--- src/rtl/i8dq_pkg.sv ---
// Shared types, codes and constants for the int8 row-wise dequantizer.
// It includes the fp16-to-fp32 widening function. It depends on nothing else.
`default_nettype none
package i8dq_pkg;

  // Item kinds on the input channel.
  localparam logic [1:0] KIND_ELEM   = 2'd0;
  localparam logic [1:0] KIND_APPEND = 2'd1;
  localparam logic [1:0] KIND_CLEAR  = 2'd2;

  // Configuration register indexes.
  localparam logic [1:0] REG_ROW_COUNT  = 2'd0;
  localparam logic [1:0] REG_HEAD_WIDTH = 2'd1;

  // This is 1e-8 in fp32. It stands in for a zero row scale.
  localparam logic [31:0] SMALL_SCALE = 32'h322BCC77;
  localparam logic [31:0] QNAN_BITS   = 32'h7FC00000;

  typedef logic [15:0] half_t;
  typedef logic [31:0] single_t;

  // Widen fp16 to fp32 exactly. Subnormals are normalized and NaNs are made quiet.
  function automatic single_t half_to_single(input half_t h);
    logic [4:0] ex;
    logic [9:0] man;
    logic [3:0] p;
    logic [9:0] nm;
    logic [7:0] e32;
    single_t    r;
    ex  = h[14:10];
    man = h[9:0];
    p   = 4'd0;
    for (int i = 0; i < 10; i++) begin
      if (man[i]) p = 4'(i);
    end
    nm  = man << (4'd10 - p);
    e32 = 8'd103 + {4'd0, p};
    if (ex == 5'd0) begin
      if (man == 10'd0) r = {h[15], 31'd0};
      else r = {h[15], e32, nm, 13'd0};
    end else if (ex == 5'd31) begin
      if (man == 10'd0) r = {h[15], 8'hFF, 23'd0};
      else r = {h[15], 8'hFF, 1'b1, man[8:0], 13'd0};
    end else begin
      r = {h[15], 3'd0, ex, man, 13'd0} + {1'b0, 8'd112, 23'd0};
    end
    return r;
  endfunction

endpackage
`default_nettype wire

--- src/rtl/int8_rowwise_dequant_with_outliers.sv ---
// Top level of the int8 row-wise dequantizer with an outlier table.
// It instantiates i8dq_otab and i8dq_fmul, and it uses i8dq_pkg.
//
//   Channel  Handshake               Payload
//   in_      in_valid / in_stall     kind, row_index, column_index, quant_value, half_word
//   out_     out_valid / out_stall   value_bits, out_column, from_outlier
//   cfg_     cfg_valid / cfg_ready   cfg_index, cfg_data
//
// An element item is compared with every loaded entry, one read per cycle through the
// table's single read port, and the last match wins. Its result is registered when the scan
// ends, and the block takes no new item until then. Appends, clears and dropped elements do
// not stall the input. A result sits in the output register while a new item is taken; if
// that register is still full, the finished result waits in the core. Reset (rst_n low,
// synchronous) empties the table.
`default_nettype none
module int8_rowwise_dequant_with_outliers #(
  parameter int OUTLIER_DEPTH = 64
) (
  input  wire logic               clk,
  input  wire logic               rst_n,
  input  wire logic               in_valid,
  output logic                    in_stall,
  input  wire logic [1:0]         in_kind,
  input  wire logic [15:0]        in_row_index,
  input  wire logic [15:0]        in_column_index,
  input  wire logic signed [7:0]  in_quant_value,
  input  wire logic [15:0]        in_half_word,
  output logic                    out_valid,
  input  wire logic               out_stall,
  output logic [31:0]             out_value_bits,
  output logic [15:0]             out_out_column,
  output logic                    out_from_outlier,
  input  wire logic               cfg_valid,
  output logic                    cfg_ready,
  input  wire logic [1:0]         cfg_index,
  input  wire logic [15:0]        cfg_data
);
  import i8dq_pkg::*;

  localparam int AW = (OUTLIER_DEPTH > 1) ? $clog2(OUTLIER_DEPTH) : 1;
  localparam int FW = $clog2(OUTLIER_DEPTH + 1);
  localparam logic [FW-1:0] DEPTH_CNT = FW'(OUTLIER_DEPTH);

  localparam logic [1:0] ST_IDLE = 2'd0;
  localparam logic [1:0] ST_SCAN = 2'd1;
  localparam logic [1:0] ST_OUTQ = 2'd2;

  logic [1:0]    state_r, state_nxt;
  logic [FW-1:0] fill_r, cnt_r;
  logic [15:0]   row_count_r;
  logic [12:0]   head_width_r;
  logic [15:0]   row_r, col_r;
  logic          rd_pend_r, hit_r;
  half_t         hit_val_r;
  logic          accept, rd_en, wr_en, elem_ok;
  logic [47:0]   rd_data;
  single_t       mul_res;
  logic          out_free;

  assign cfg_ready = 1'b1;
  assign in_stall  = (state_r != ST_IDLE);
  assign accept    = in_valid & ~in_stall;
  assign out_free  = ~out_valid | ~out_stall;
  assign elem_ok   = (in_row_index < row_count_r) &&
                     (in_column_index < {3'd0, head_width_r});
  assign wr_en     = accept && in_kind == KIND_APPEND && fill_r < DEPTH_CNT;
  assign rd_en     = (state_r == ST_SCAN) && (cnt_r < fill_r);

  i8dq_otab #(.DEPTH(OUTLIER_DEPTH), .AW(AW)) u_otab (
    .clk     (clk),
    .wr_en   (wr_en),
    .wr_addr (fill_r[AW-1:0]),
    .wr_data ({in_row_index, in_column_index, in_half_word}),
    .rd_en   (rd_en),
    .rd_addr (cnt_r[AW-1:0]),
    .rd_data (rd_data)
  );

  i8dq_fmul u_fmul (
    .clk    (clk),
    .ld     (accept),
    .quant  (in_quant_value),
    .scale  (in_half_word),
    .result (mul_res)
  );

  // Next state of the sequencer.
  always_comb begin
    state_nxt = state_r;
    case (state_r)
      ST_IDLE: if (accept && in_kind == KIND_ELEM && elem_ok) state_nxt = ST_SCAN;
      ST_SCAN: if (!rd_en && !rd_pend_r) state_nxt = out_free ? ST_IDLE : ST_OUTQ;
      ST_OUTQ: if (out_free) state_nxt = ST_IDLE;
      default: state_nxt = ST_IDLE;
    endcase
  end

  // Control state, configuration and the table fill count.
  always_ff @(posedge clk) begin
    if (!rst_n) begin
      state_r      <= ST_IDLE;
      fill_r       <= '0;
      row_count_r  <= 16'd0;
      head_width_r <= 13'd128;
      rd_pend_r    <= 1'b0;
      out_valid    <= 1'b0;
    end else begin
      state_r   <= state_nxt;
      rd_pend_r <= rd_en;
      if (cfg_valid && cfg_ready) begin
        if (cfg_index == REG_ROW_COUNT) row_count_r <= cfg_data;
        else if (cfg_index == REG_HEAD_WIDTH) head_width_r <= cfg_data[12:0];
      end
      if (wr_en) fill_r <= fill_r + FW'(1);
      else if (accept && in_kind == KIND_CLEAR) fill_r <= '0;
      if ((state_r == ST_SCAN || state_r == ST_OUTQ) && state_nxt == ST_IDLE) out_valid <= 1'b1;
      else if (out_valid && !out_stall) out_valid <= 1'b0;
    end
  end

  // Scan the table and keep the last match.
  always_ff @(posedge clk) begin
    if (accept) begin
      row_r <= in_row_index;
      col_r <= in_column_index;
      cnt_r <= '0;
      hit_r <= 1'b0;
    end else begin
      if (rd_en) cnt_r <= cnt_r + FW'(1);
      if (rd_pend_r && rd_data[47:32] == row_r && rd_data[31:16] == col_r) begin
        hit_r     <= 1'b1;
        hit_val_r <= rd_data[15:0];
      end
    end
  end

  // Output register.
  always_ff @(posedge clk) begin
    if ((state_r == ST_SCAN || state_r == ST_OUTQ) && state_nxt == ST_IDLE) begin
      out_value_bits   <= hit_r ? half_to_single(hit_val_r) : mul_res;
      out_out_column   <= col_r;
      out_from_outlier <= hit_r;
    end
  end
endmodule
`default_nettype wire

--- src/rtl/i8dq_otab.sv ---
// Outlier table memory: it holds row, column and fp16 value per entry.
// It has one write port and one read port with a registered read. It uses i8dq_pkg.
`default_nettype none
module i8dq_otab #(
  parameter int DEPTH = 64,
  parameter int AW    = 6
) (
  input  wire logic          clk,
  input  wire logic          wr_en,
  input  wire logic [AW-1:0] wr_addr,
  input  wire logic [47:0]   wr_data,
  input  wire logic          rd_en,
  input  wire logic [AW-1:0] rd_addr,
  output logic [47:0]        rd_data
);
  import i8dq_pkg::*;

  logic [47:0] mem_r [DEPTH];

  // Write port.
  always_ff @(posedge clk) begin
    if (wr_en) mem_r[wr_addr] <= wr_data;
  end

  // Registered read port.
  always_ff @(posedge clk) begin
    if (rd_en) rd_data <= mem_r[rd_addr];
  end
endmodule
`default_nettype wire

--- src/rtl/i8dq_fmul.sv ---
// The int8 by fp16 scale multiplier. It produces an fp32 result, rounded to nearest even.
// The operand stage is registered, and the rounding and packing follow. It uses i8dq_pkg.
`default_nettype none
module i8dq_fmul (
  input  wire logic                 clk,
  input  wire logic                 ld,
  input  wire logic signed [7:0]    quant,
  input  wire i8dq_pkg::half_t      scale,
  output i8dq_pkg::single_t         result
);
  import i8dq_pkg::*;

  localparam logic [1:0] CLS_NUM  = 2'd0;
  localparam logic [1:0] CLS_ZERO = 2'd1;
  localparam logic [1:0] CLS_INF  = 2'd2;
  localparam logic [1:0] CLS_NAN  = 2'd3;

  single_t     sb, sv;
  logic [7:0]  qmag, qn;
  logic [2:0]  qp;
  logic [23:0] mfull;
  logic [1:0]  cls;
  logic [31:0] prod_r;
  logic [9:0]  exp_r;
  logic        sign_r;
  logic [1:0]  cls_r;

  // Operand decode: the scale is widened, a zero is replaced, and |q| is normalized.
  always_comb begin
    sb = half_to_single(scale);
    sv = (sb[30:0] == 31'd0) ? SMALL_SCALE : sb;
    qmag = quant[7] ? 8'(-quant) : 8'(quant);
    qp = 3'd0;
    for (int i = 0; i < 8; i++) begin
      if (qmag[i]) qp = 3'(i);
    end
    qn = qmag << (3'd7 - qp);
    mfull = {1'b1, sv[22:0]};
    if (sv[30:23] == 8'hFF) begin
      if (sv[22:0] != 23'd0 || qmag == 8'd0) cls = CLS_NAN;
      else cls = CLS_INF;
    end else if (qmag == 8'd0) begin
      cls = CLS_ZERO;
    end else begin
      cls = CLS_NUM;
    end
  end

  always_ff @(posedge clk) begin
    if (ld) begin
      prod_r <= 32'(mfull * qn);
      exp_r  <= {2'd0, sv[30:23]} + 10'd8 - {7'd0, (3'd7 - qp)};
      sign_r <= quant[7] ^ sv[31];
      cls_r  <= cls;
    end
  end

  // Round to nearest even and pack the result.
  logic [23:0] mant;
  logic        g, st, inc;
  logic [24:0] sum;
  logic [9:0]  ef;
  always_comb begin
    if (prod_r[31]) begin
      mant = prod_r[31:8];
      g    = prod_r[7];
      st   = |prod_r[6:0];
      ef   = exp_r;
    end else begin
      mant = prod_r[30:7];
      g    = prod_r[6];
      st   = |prod_r[5:0];
      ef   = exp_r - 10'd1;
    end
    inc = g & (st | mant[0]);
    sum = {1'b0, mant} + {24'd0, inc};
    if (sum[24]) ef = ef + 10'd1;
    case (cls_r)
      CLS_ZERO: result = {sign_r, 31'd0};
      CLS_INF:  result = {sign_r, 8'hFF, 23'd0};
      CLS_NAN:  result = QNAN_BITS;
      default:  result = {sign_r, ef[7:0], (sum[24] ? sum[23:1] : sum[22:0])};
    endcase
  end
endmodule
`default_nettype wire

--- config.mk ---
export PLATFORM = sky130hd
export DESIGN_NAME = int8_rowwise_dequant_with_outliers
export DESIGN_NICKNAME = d
export VERILOG_FILES = /design/src/rtl/i8dq_pkg.sv /design/src/rtl/int8_rowwise_dequant_with_outliers.sv /design/src/rtl/i8dq_otab.sv /design/src/rtl/i8dq_fmul.sv
export SDC_FILE = /design/constraint.sdc
export NUM_CORES = 2
export LEC_CHECK = 0
export BUFFER_PORTS_ARGS = -buffer_cell sky130_fd_sc_hd__clkbuf_2
export CORE_MARGIN = 3
export CORE_UTILIZATION = 31
export DETAILED_ROUTE_END_ITERATION = 6
export PLACE_DENSITY = 0.43
export SLEW_MARGIN = 20
export SYNTH_ARGS = -nofsm -noshare
export SYNTH_HDL_FRONTEND = slang
export SYNTH_SLANG_ARGS = --single-unit
--- constraint.sdc ---
create_clock -name clk -period 21.6 [get_ports clk]
set_clock_uncertainty 0.15 [all_clocks]
set_input_delay 4.32 -clock clk [delete_from_list [all_inputs] [get_ports clk]]
set_output_delay 4.32 -clock clk [all_outputs]
set_load 0.05 [all_outputs]
# Word-level counts from Yosys, hierarchy flattened
# Memory sizes are Yosys's and may differ from the RTL's. A register that Yosys moved wholly into a read port is not among the register bits.
# Index checks and enable logic that the tools add are counted.
dict set report word_totals {
  ff_bits 188
  mem_bits_rw 3072
  wordCells 159
  memories 1
}
dict set report classes {
  n_addsub 15
  multipliers 1
  order_cmp 4
  n_eq_ne 13
  shifts 3
  mux 58
  n_bitwise 10
  reduce_logical 36
}
# memory words word_bits rd rd_clocked_by_memory_dff write_ports line_no
set memory_table {}
lappend memory_table {u_otab.mem_r 64 48 1 1 1 i8dq_otab.sv:18} ;# logic [47:0] mem_r [DEPTH];
# operator n
set ops {}
lappend ops {{2-to-1 mux 32 bit} 6}
lappend ops {{case mux 32 bit (3 select lines)} 1}
lappend ops {{2-to-1 mux 23 bit} 3}
lappend ops {{adder 32 x 30 -> 32 bit, second input constant} 2}
lappend ops {{2-to-1 mux 31 bit} 2}
lappend ops {{2-to-1 mux 4 bit} 11}
lappend ops {{== test 16 bit} 2}
lappend ops {{multiplier 24 x 8 -> 32 bit} 1}
lappend ops {{zero test 31 bit} 1}
lappend ops {{adder 24 x 1 -> 25 bit} 1}
lappend ops {{2-to-1 mux 24 bit} 1}
lappend ops {{2-to-1 mux 3 bit} 8}
lappend ops {{2-to-1 mux 8 bit} 3}
lappend ops {{nonzero test 23 bit} 1}
lappend ops {{zero test 10 bit} 2}
lappend ops {{<< shifter 10 x 4 -> 10 bit} 2}
lappend ops {{2-to-1 mux 2 bit} 9}
lappend ops {{adder 7 x 4 -> 8 bit, first input constant} 2}
lappend ops {{< comparator 16 x 13 -> 1 bit} 1}
lappend ops {{< comparator 16 bit} 1}
lappend ops {{adder 7 x 1 -> 7 bit, second input constant} 2}
lappend ops {{2-to-1 mux 7 bit} 2}
lappend ops {{logical AND 1 bit} 12}
lappend ops {{2-to-1 mux 1 bit} 11}
lappend ops {{29 further kinds} 53}

# Logic depth before layout (Yosys ltp)
dict set report depth {
  depth_word 19
  mapped_depth 32
  depth_no_buf 30
}

# Cells and area by module
# Synthesis repeated with hierarchy kept, for this count alone.
dict set report unflattened {
  hier_cells 6712
  area_unflattened_um2 133792.1
}
# module instances cells_per_inst area_each_um2 seq_area_each_um2
set by_module_without_submodules {}
lappend by_module_without_submodules {i8dq_otab 1 4970 117597.8 93689.9}
lappend by_module_without_submodules {i8dq_fmul 1 1091 9091.2 1291.2}
lappend by_module_without_submodules {int8_rowwise_dequant_with_outliers 1 651 7103.1 3873.7}

# Least setup slack after synthesis
# No wires, ideal clock.
dict set report synth_timing {
  path_type {input-to-reg}
  startpoint {input port in_half_word[1]}
  endpoint {register u_fmul.prod_r[30], data pin}
  setup_ps 258
  arrival_time_ps 11287
  required_ps 21192
  path_slack_ps 9905
  stages 31
  path_buffers 3
  cell_sequence {buf_4 -> nor2b_4 -> o21bai_1 -> a211oi_1 -> or3_1 -> buf_2 -> ha_1 -> or3_1 -> and2_1 -> buf_2 -> mux2i_1 -> o211a_1 -> o41ai_1 -> nor2_1 -> or2_1 -> fa_1 -> inv_1 -> fa_1 -> fa_1 -> inv_1 -> fa_1 -> inv_1 -> ha_1 -> or2_1 -> a21oi_1 -> or3b_1 -> o31ai_1 -> o21ai_1 -> a211o_1 -> a21oi_1 -> xnor2_1}
}
dict set report synth_via {
  elab_chain_cells 16
  word_cells_on_any_way 21
}
# item line_no
set synth_rtl {}
lappend synth_rtl {{start: declaration} int8_rowwise_dequant_with_outliers.sv:27} ;# input wire logic [15:0] in_half_word,
lappend synth_rtl {{2-to-1 mux 1 bit} i8dq_pkg.sv:34} ;# if (man[i]) p = 4'(i);
lappend synth_rtl {{2-to-1 mux 2 bit (2 in series)} i8dq_pkg.sv:34}
lappend synth_rtl {{2-to-1 mux 3 bit (4 in series)} i8dq_pkg.sv:34}
lappend synth_rtl {{2-to-1 mux 4 bit (2 in series)} i8dq_pkg.sv:34}
lappend synth_rtl {{subtractor 4 bit} i8dq_pkg.sv:36} ;# nm = man << (4'd10 - p);
lappend synth_rtl {{<< shifter 10 x 4 -> 10 bit} i8dq_pkg.sv:36}
lappend synth_rtl {{2-to-1 mux 31 bit} i8dq_pkg.sv:39} ;# if (man == 10'd0) r = {h[15], 31'd0};
lappend synth_rtl {{2-to-1 mux 32 bit (*)} i8dq_pkg.sv:38} ;# if (ex == 5'd0) begin
lappend synth_rtl {{zero test 31 bit} i8dq_fmul.sv:31} ;# sv = (sb[30:0] == 31'd0) ? SMALL_SCALE : sb;
lappend synth_rtl {{2-to-1 mux 32 bit (*)} i8dq_fmul.sv:31}
lappend synth_rtl {{multiplier 24 x 8 -> 32 bit (*)} i8dq_fmul.sv:51} ;# prod_r <= 32'(mfull * qn);
lappend synth_rtl {{end signal: assignment} i8dq_fmul.sv:51}
lappend synth_rtl {{end: declaration} i8dq_fmul.sv:23} ;# logic [31:0] prod_r;
# Every way passes the cells marked *; elsewhere a longest branch is shown, timed or not.
# A chain may end at the register's enable or synchronous reset.

# Final worst setup path
dict set report layout_timing {
  startpoint {input port in_half_word[3]}
  endpoint {register u_fmul.prod_r[30], data pin}
}
dict set report layout_via {
  elab_chain_cells 14
  word_cells_on_any_way 19
}
# item line_no
set layout_rtl {}
lappend layout_rtl {{2-to-1 mux 2 bit} i8dq_pkg.sv:34}
lappend layout_rtl {{2-to-1 mux 3 bit (4 in series)} i8dq_pkg.sv:34}
lappend layout_rtl {{2-to-1 mux 4 bit (2 in series)} i8dq_pkg.sv:34}
lappend layout_rtl {{subtractor 4 bit} i8dq_pkg.sv:36}
lappend layout_rtl {{<< shifter 10 x 4 -> 10 bit} i8dq_pkg.sv:36}
lappend layout_rtl {{2-to-1 mux 31 bit} i8dq_pkg.sv:39}
lappend layout_rtl {{2-to-1 mux 32 bit (*)} i8dq_pkg.sv:38}
lappend layout_rtl {{zero test 31 bit} i8dq_fmul.sv:31}
lappend layout_rtl {{2-to-1 mux 32 bit (*)} i8dq_fmul.sv:31}
lappend layout_rtl {{multiplier 24 x 8 -> 32 bit (*)} i8dq_fmul.sv:51}
# Marks and branches as above.

==> impl_metrics.csv <==
group,metric,value,unit
logic_synthesis,yosysMostFrequentCell,"edfxtp_1",
worst_setup_path,critPathCaptureType,"register",
sta,slew_headroom,0.2333,
pwr,p_sw_frac,0.2240,
final_layout,finalNetCount,6902,
clock_tree,clkTransAtPathRegs,60,ps
pwr,p_seq_frac,0.505,
clock_tree,numCtsBuffers,367,
route,drc,0,
clock_tree,htreeDepth,5,
global_route,gr-total-overflow,0,
logic_synthesis,syn_inst,6139,
floorplanning,dieArea,438900,sq um
global_route,antenna_found_initial,28,
status,status,"finished clean",
logic_synthesis,synth.area.top_cells,"edfxtp_1 (73%), mux4_2 (17%), fa_1 (1.3%), ha_1 (1.2%), dfxtp_1 (0.72%)",
route,first_iter_violations,7332,
sta,tns,0,ps
logic_synthesis,synth-main-ff-cell,"edfxtp_1",
global_route,grt_pass1_wl,585200,um
pwr,comb_power_share,0.066,
clock_tree,ctsHoldBuffers,0,
final_layout,drive_gt1_frac,0.2910,
clock_tree,clock_latency,950,ps
clock_tree,post_cts_buffers,0,
logic_synthesis,yosys.area.top_type_share,0.7328,
worst_setup_path,critPathMaxFanout,46,
sta,drv_slew,0,
final_layout,stdcell_count,12590,
logic_synthesis,yosys_warnings,0,
pwr,p_sw,3.173,mW
worst_setup_path,worst_path_most_repeated_cell,"fa_1",
global_route,grtUsageTotal,0.1916,
placement,io_buffer_count,131,
logic_synthesis,synth-seq-cells,3308,
global_route,first_global_vias,68600,
sta,hold_violations,0,
logic_synthesis,yosys.cell_types.count,102,
sta,finalCritPeriodShare,0.5864,
job,maxCapViolCount,0,
sta,rsz0062_at_grt,"false",
worst_setup_path,cpMaxStageDelayCell,"o41ai_1",
pwr,intPower,11.00,mW
clock_tree,cts_resized,0,
final_layout,postLayoutCellArea,154200,sq um
floorplanning,initial_core_util,0.3120,
sta,hold_ws,270.3,ps
pwr,pwr-share-clk,0.429,
pwr,peakVddDrop,0.07039,mV
global_route,grt_max_degree,128,
worst_setup_path,setup.worst_path.start_class,"input port",
floorplanning,num_rows,240,
floorplanning,fp.coreArea,428200,sq um
route,postRouteAntennaNets,0,
worst_setup_path,cp_slowest_stage_delay,910,ps
logic_synthesis,yosysTopAreaCell,"edfxtp_1",
sta,max_clock_freq,0.07895,GHz
logic_synthesis,syn_avg_cell_area,21.76,sq um
logic_synthesis,synth_common_cells,"edfxtp_1 (3260), mux4_2 (1010), inv_1 (213)",
floorplanning,die_h,662.5,um
logic_synthesis,syn-cell-area,133600,sq um
logic_synthesis,ys_seq_area_frac,0.7400,
floorplanning,pin_count,133,
worst_setup_path,required,22090,ps
sta,fin_crit,12670,ps
logic_synthesis,synth_edf_count,3260,
route,drt-total-wl,427800,um
worst_setup_path,arrival,13150,ps
route,avgViaCountPerCell,5.236,
pwr,power_leakage,47.31,nW
logic_synthesis,synth-async-reset-ratio,0,
placement,gp_congestion,0.7898,
floorplanning,die_width,662.5,um
placement,dp_hpwl,238600,um
final_layout,area_growth_syn_to_layout,15.42,%
clock_tree,cts.sinks,3308,
hold_path,hp-class,"reg -> reg",
sta,setup_viol,0,
placement,place_ws,8051,ps
route,vias,65900,
route,wl_per_cell,33.99,um
clock_tree,clockBufferDepth,4,
sta,tightest_slew,1135,ps
worst_setup_path,worstSetupPathType,"in -> reg",
pwr,power.density,91.89,nW/um^2
sta,fin_ws,8934,ps
route,firstDrtPassIters,7,
clock_tree,root_buffer,"clkbuf_16",
placement,dp_cells,11920,
clock_tree,cts_tree,"built",
placement,place_area,142600,sq um
cell families after synthesis:
| logic type | count (synthesis) | share of synthesized area |
|---|---|---|
| buffers and inverters | 511 | 0.01490 |
| multiplexers | 1050 | 0.1734 |
| AND/OR/NAND/NOR | 583 | 0.02110 |
| flip-flops | 3308 | 0.7400 |
| XOR/XNOR | 122 | 0.008054 |
| other | 2 | 0.00005621 |
| adder cells (fa/ha/maj) | 217 | 0.02538 |
| AO/OA/AOI/OAI | 346 | 0.01719 |
area by class of cell:
| class | count | area (sq um) |
|---|---|---|
| multi-input cells | 2336 | 33340 |
| clock buffers | 467 | 9832 |
| diodes | 8 | 20.02 |
| well taps | 5687 | 7116 |
| flip-flops and latches | 3308 | 98880 |
| clock inverters | 189 | 1675 |
| repair buffers | 370 | 2505 |
| fillers | 39540 | 274000 |
| inverters | 221 | 833.3 |
flip-flops by register name (all words and copies together), names as in the netlist, 8 cells and up:
| signal | flops |
|---|---|
| u_otab.mem_r | 3072 |
| u_otab.rd_data | 48 |
| u_fmul.prod_r | 32 |
| out_out_column | 16 |
| out_value_bits | 32 |
| u_fmul.exp_r | 8 |
| row_count_r | 16 |
| row_r | 16 |
| col_r | 16 |
| head_width_r | 13 |
| hit_val_r | 16 |
power by group through the flow:
stage                     logic [mW]  clock network, mW  registers (mW)
after floorplan                0.642                  0            7.27
after global routing            1.06               6.47            7.16
after detailed placement       0.946                  0            7.30
after global placement         0.954                  0            7.29
after CTS                      0.953               6.22            7.16
final                          0.938               6.07            7.16
layout by cell type, fill, tap and decap left out, drive strengths merged, types with 69 or more instances in the layout:
master  count
clkbuf    596
ha        127
fa         90
mux4     1010
inv       229
buf       241
nand2     147
o21ai      69
clkinv    148
edfxtp   3260
a21oi     118
nor2      204
per-layer routing:
layer  up-vias  global-route usage  wire [um]
met5         -                   0         75
met4        10             0.04637      10570
met3       561             0.02527      20360
met2      2008              0.3186     209100
met1     36850              0.2672     187700
li1      26470                   -          -
through the flow:
| step | util | power (mW) |
|---|---|---|
| 6_report | 0.3601 | 14.17 |
| 5_1_grt | 0.3601 | 14.69 |
| 4_1_cts | 0.3600 | 14.33 |
| 3_5_place_dp | 0.3331 | 8.241 |
| 3_3_place_gp | 0.3331 | 8.248 |
| 2_1_floorplan | - | 7.915 |
worst max-delay path: cells and delay by family:
kind	cells	cell delay, ps
AOI/OAI and AO/OA	9	3090
and+or+nand+nor	7	2500
adders and majority gates	6	2460
buffers and inverters	5	530
muxes	1	160
xor gates and xnor gates	1	70
worst paths after layout:
check	start	to	slack, ps	cells after the start
setup / recovery	in_half_word[3]	u_fmul.prod_r[30]	8930	29
setup reg to reg	cnt_r[0]	u_otab.rd_data[15]	14930	8
hold / removal	u_otab.rd_data[5]	hit_val_r[5]	270	0
hold reg to reg	u_otab.rd_data[5]	hit_val_r[5]	270	0
Note: power is estimated with default switching activity, not from simulation.
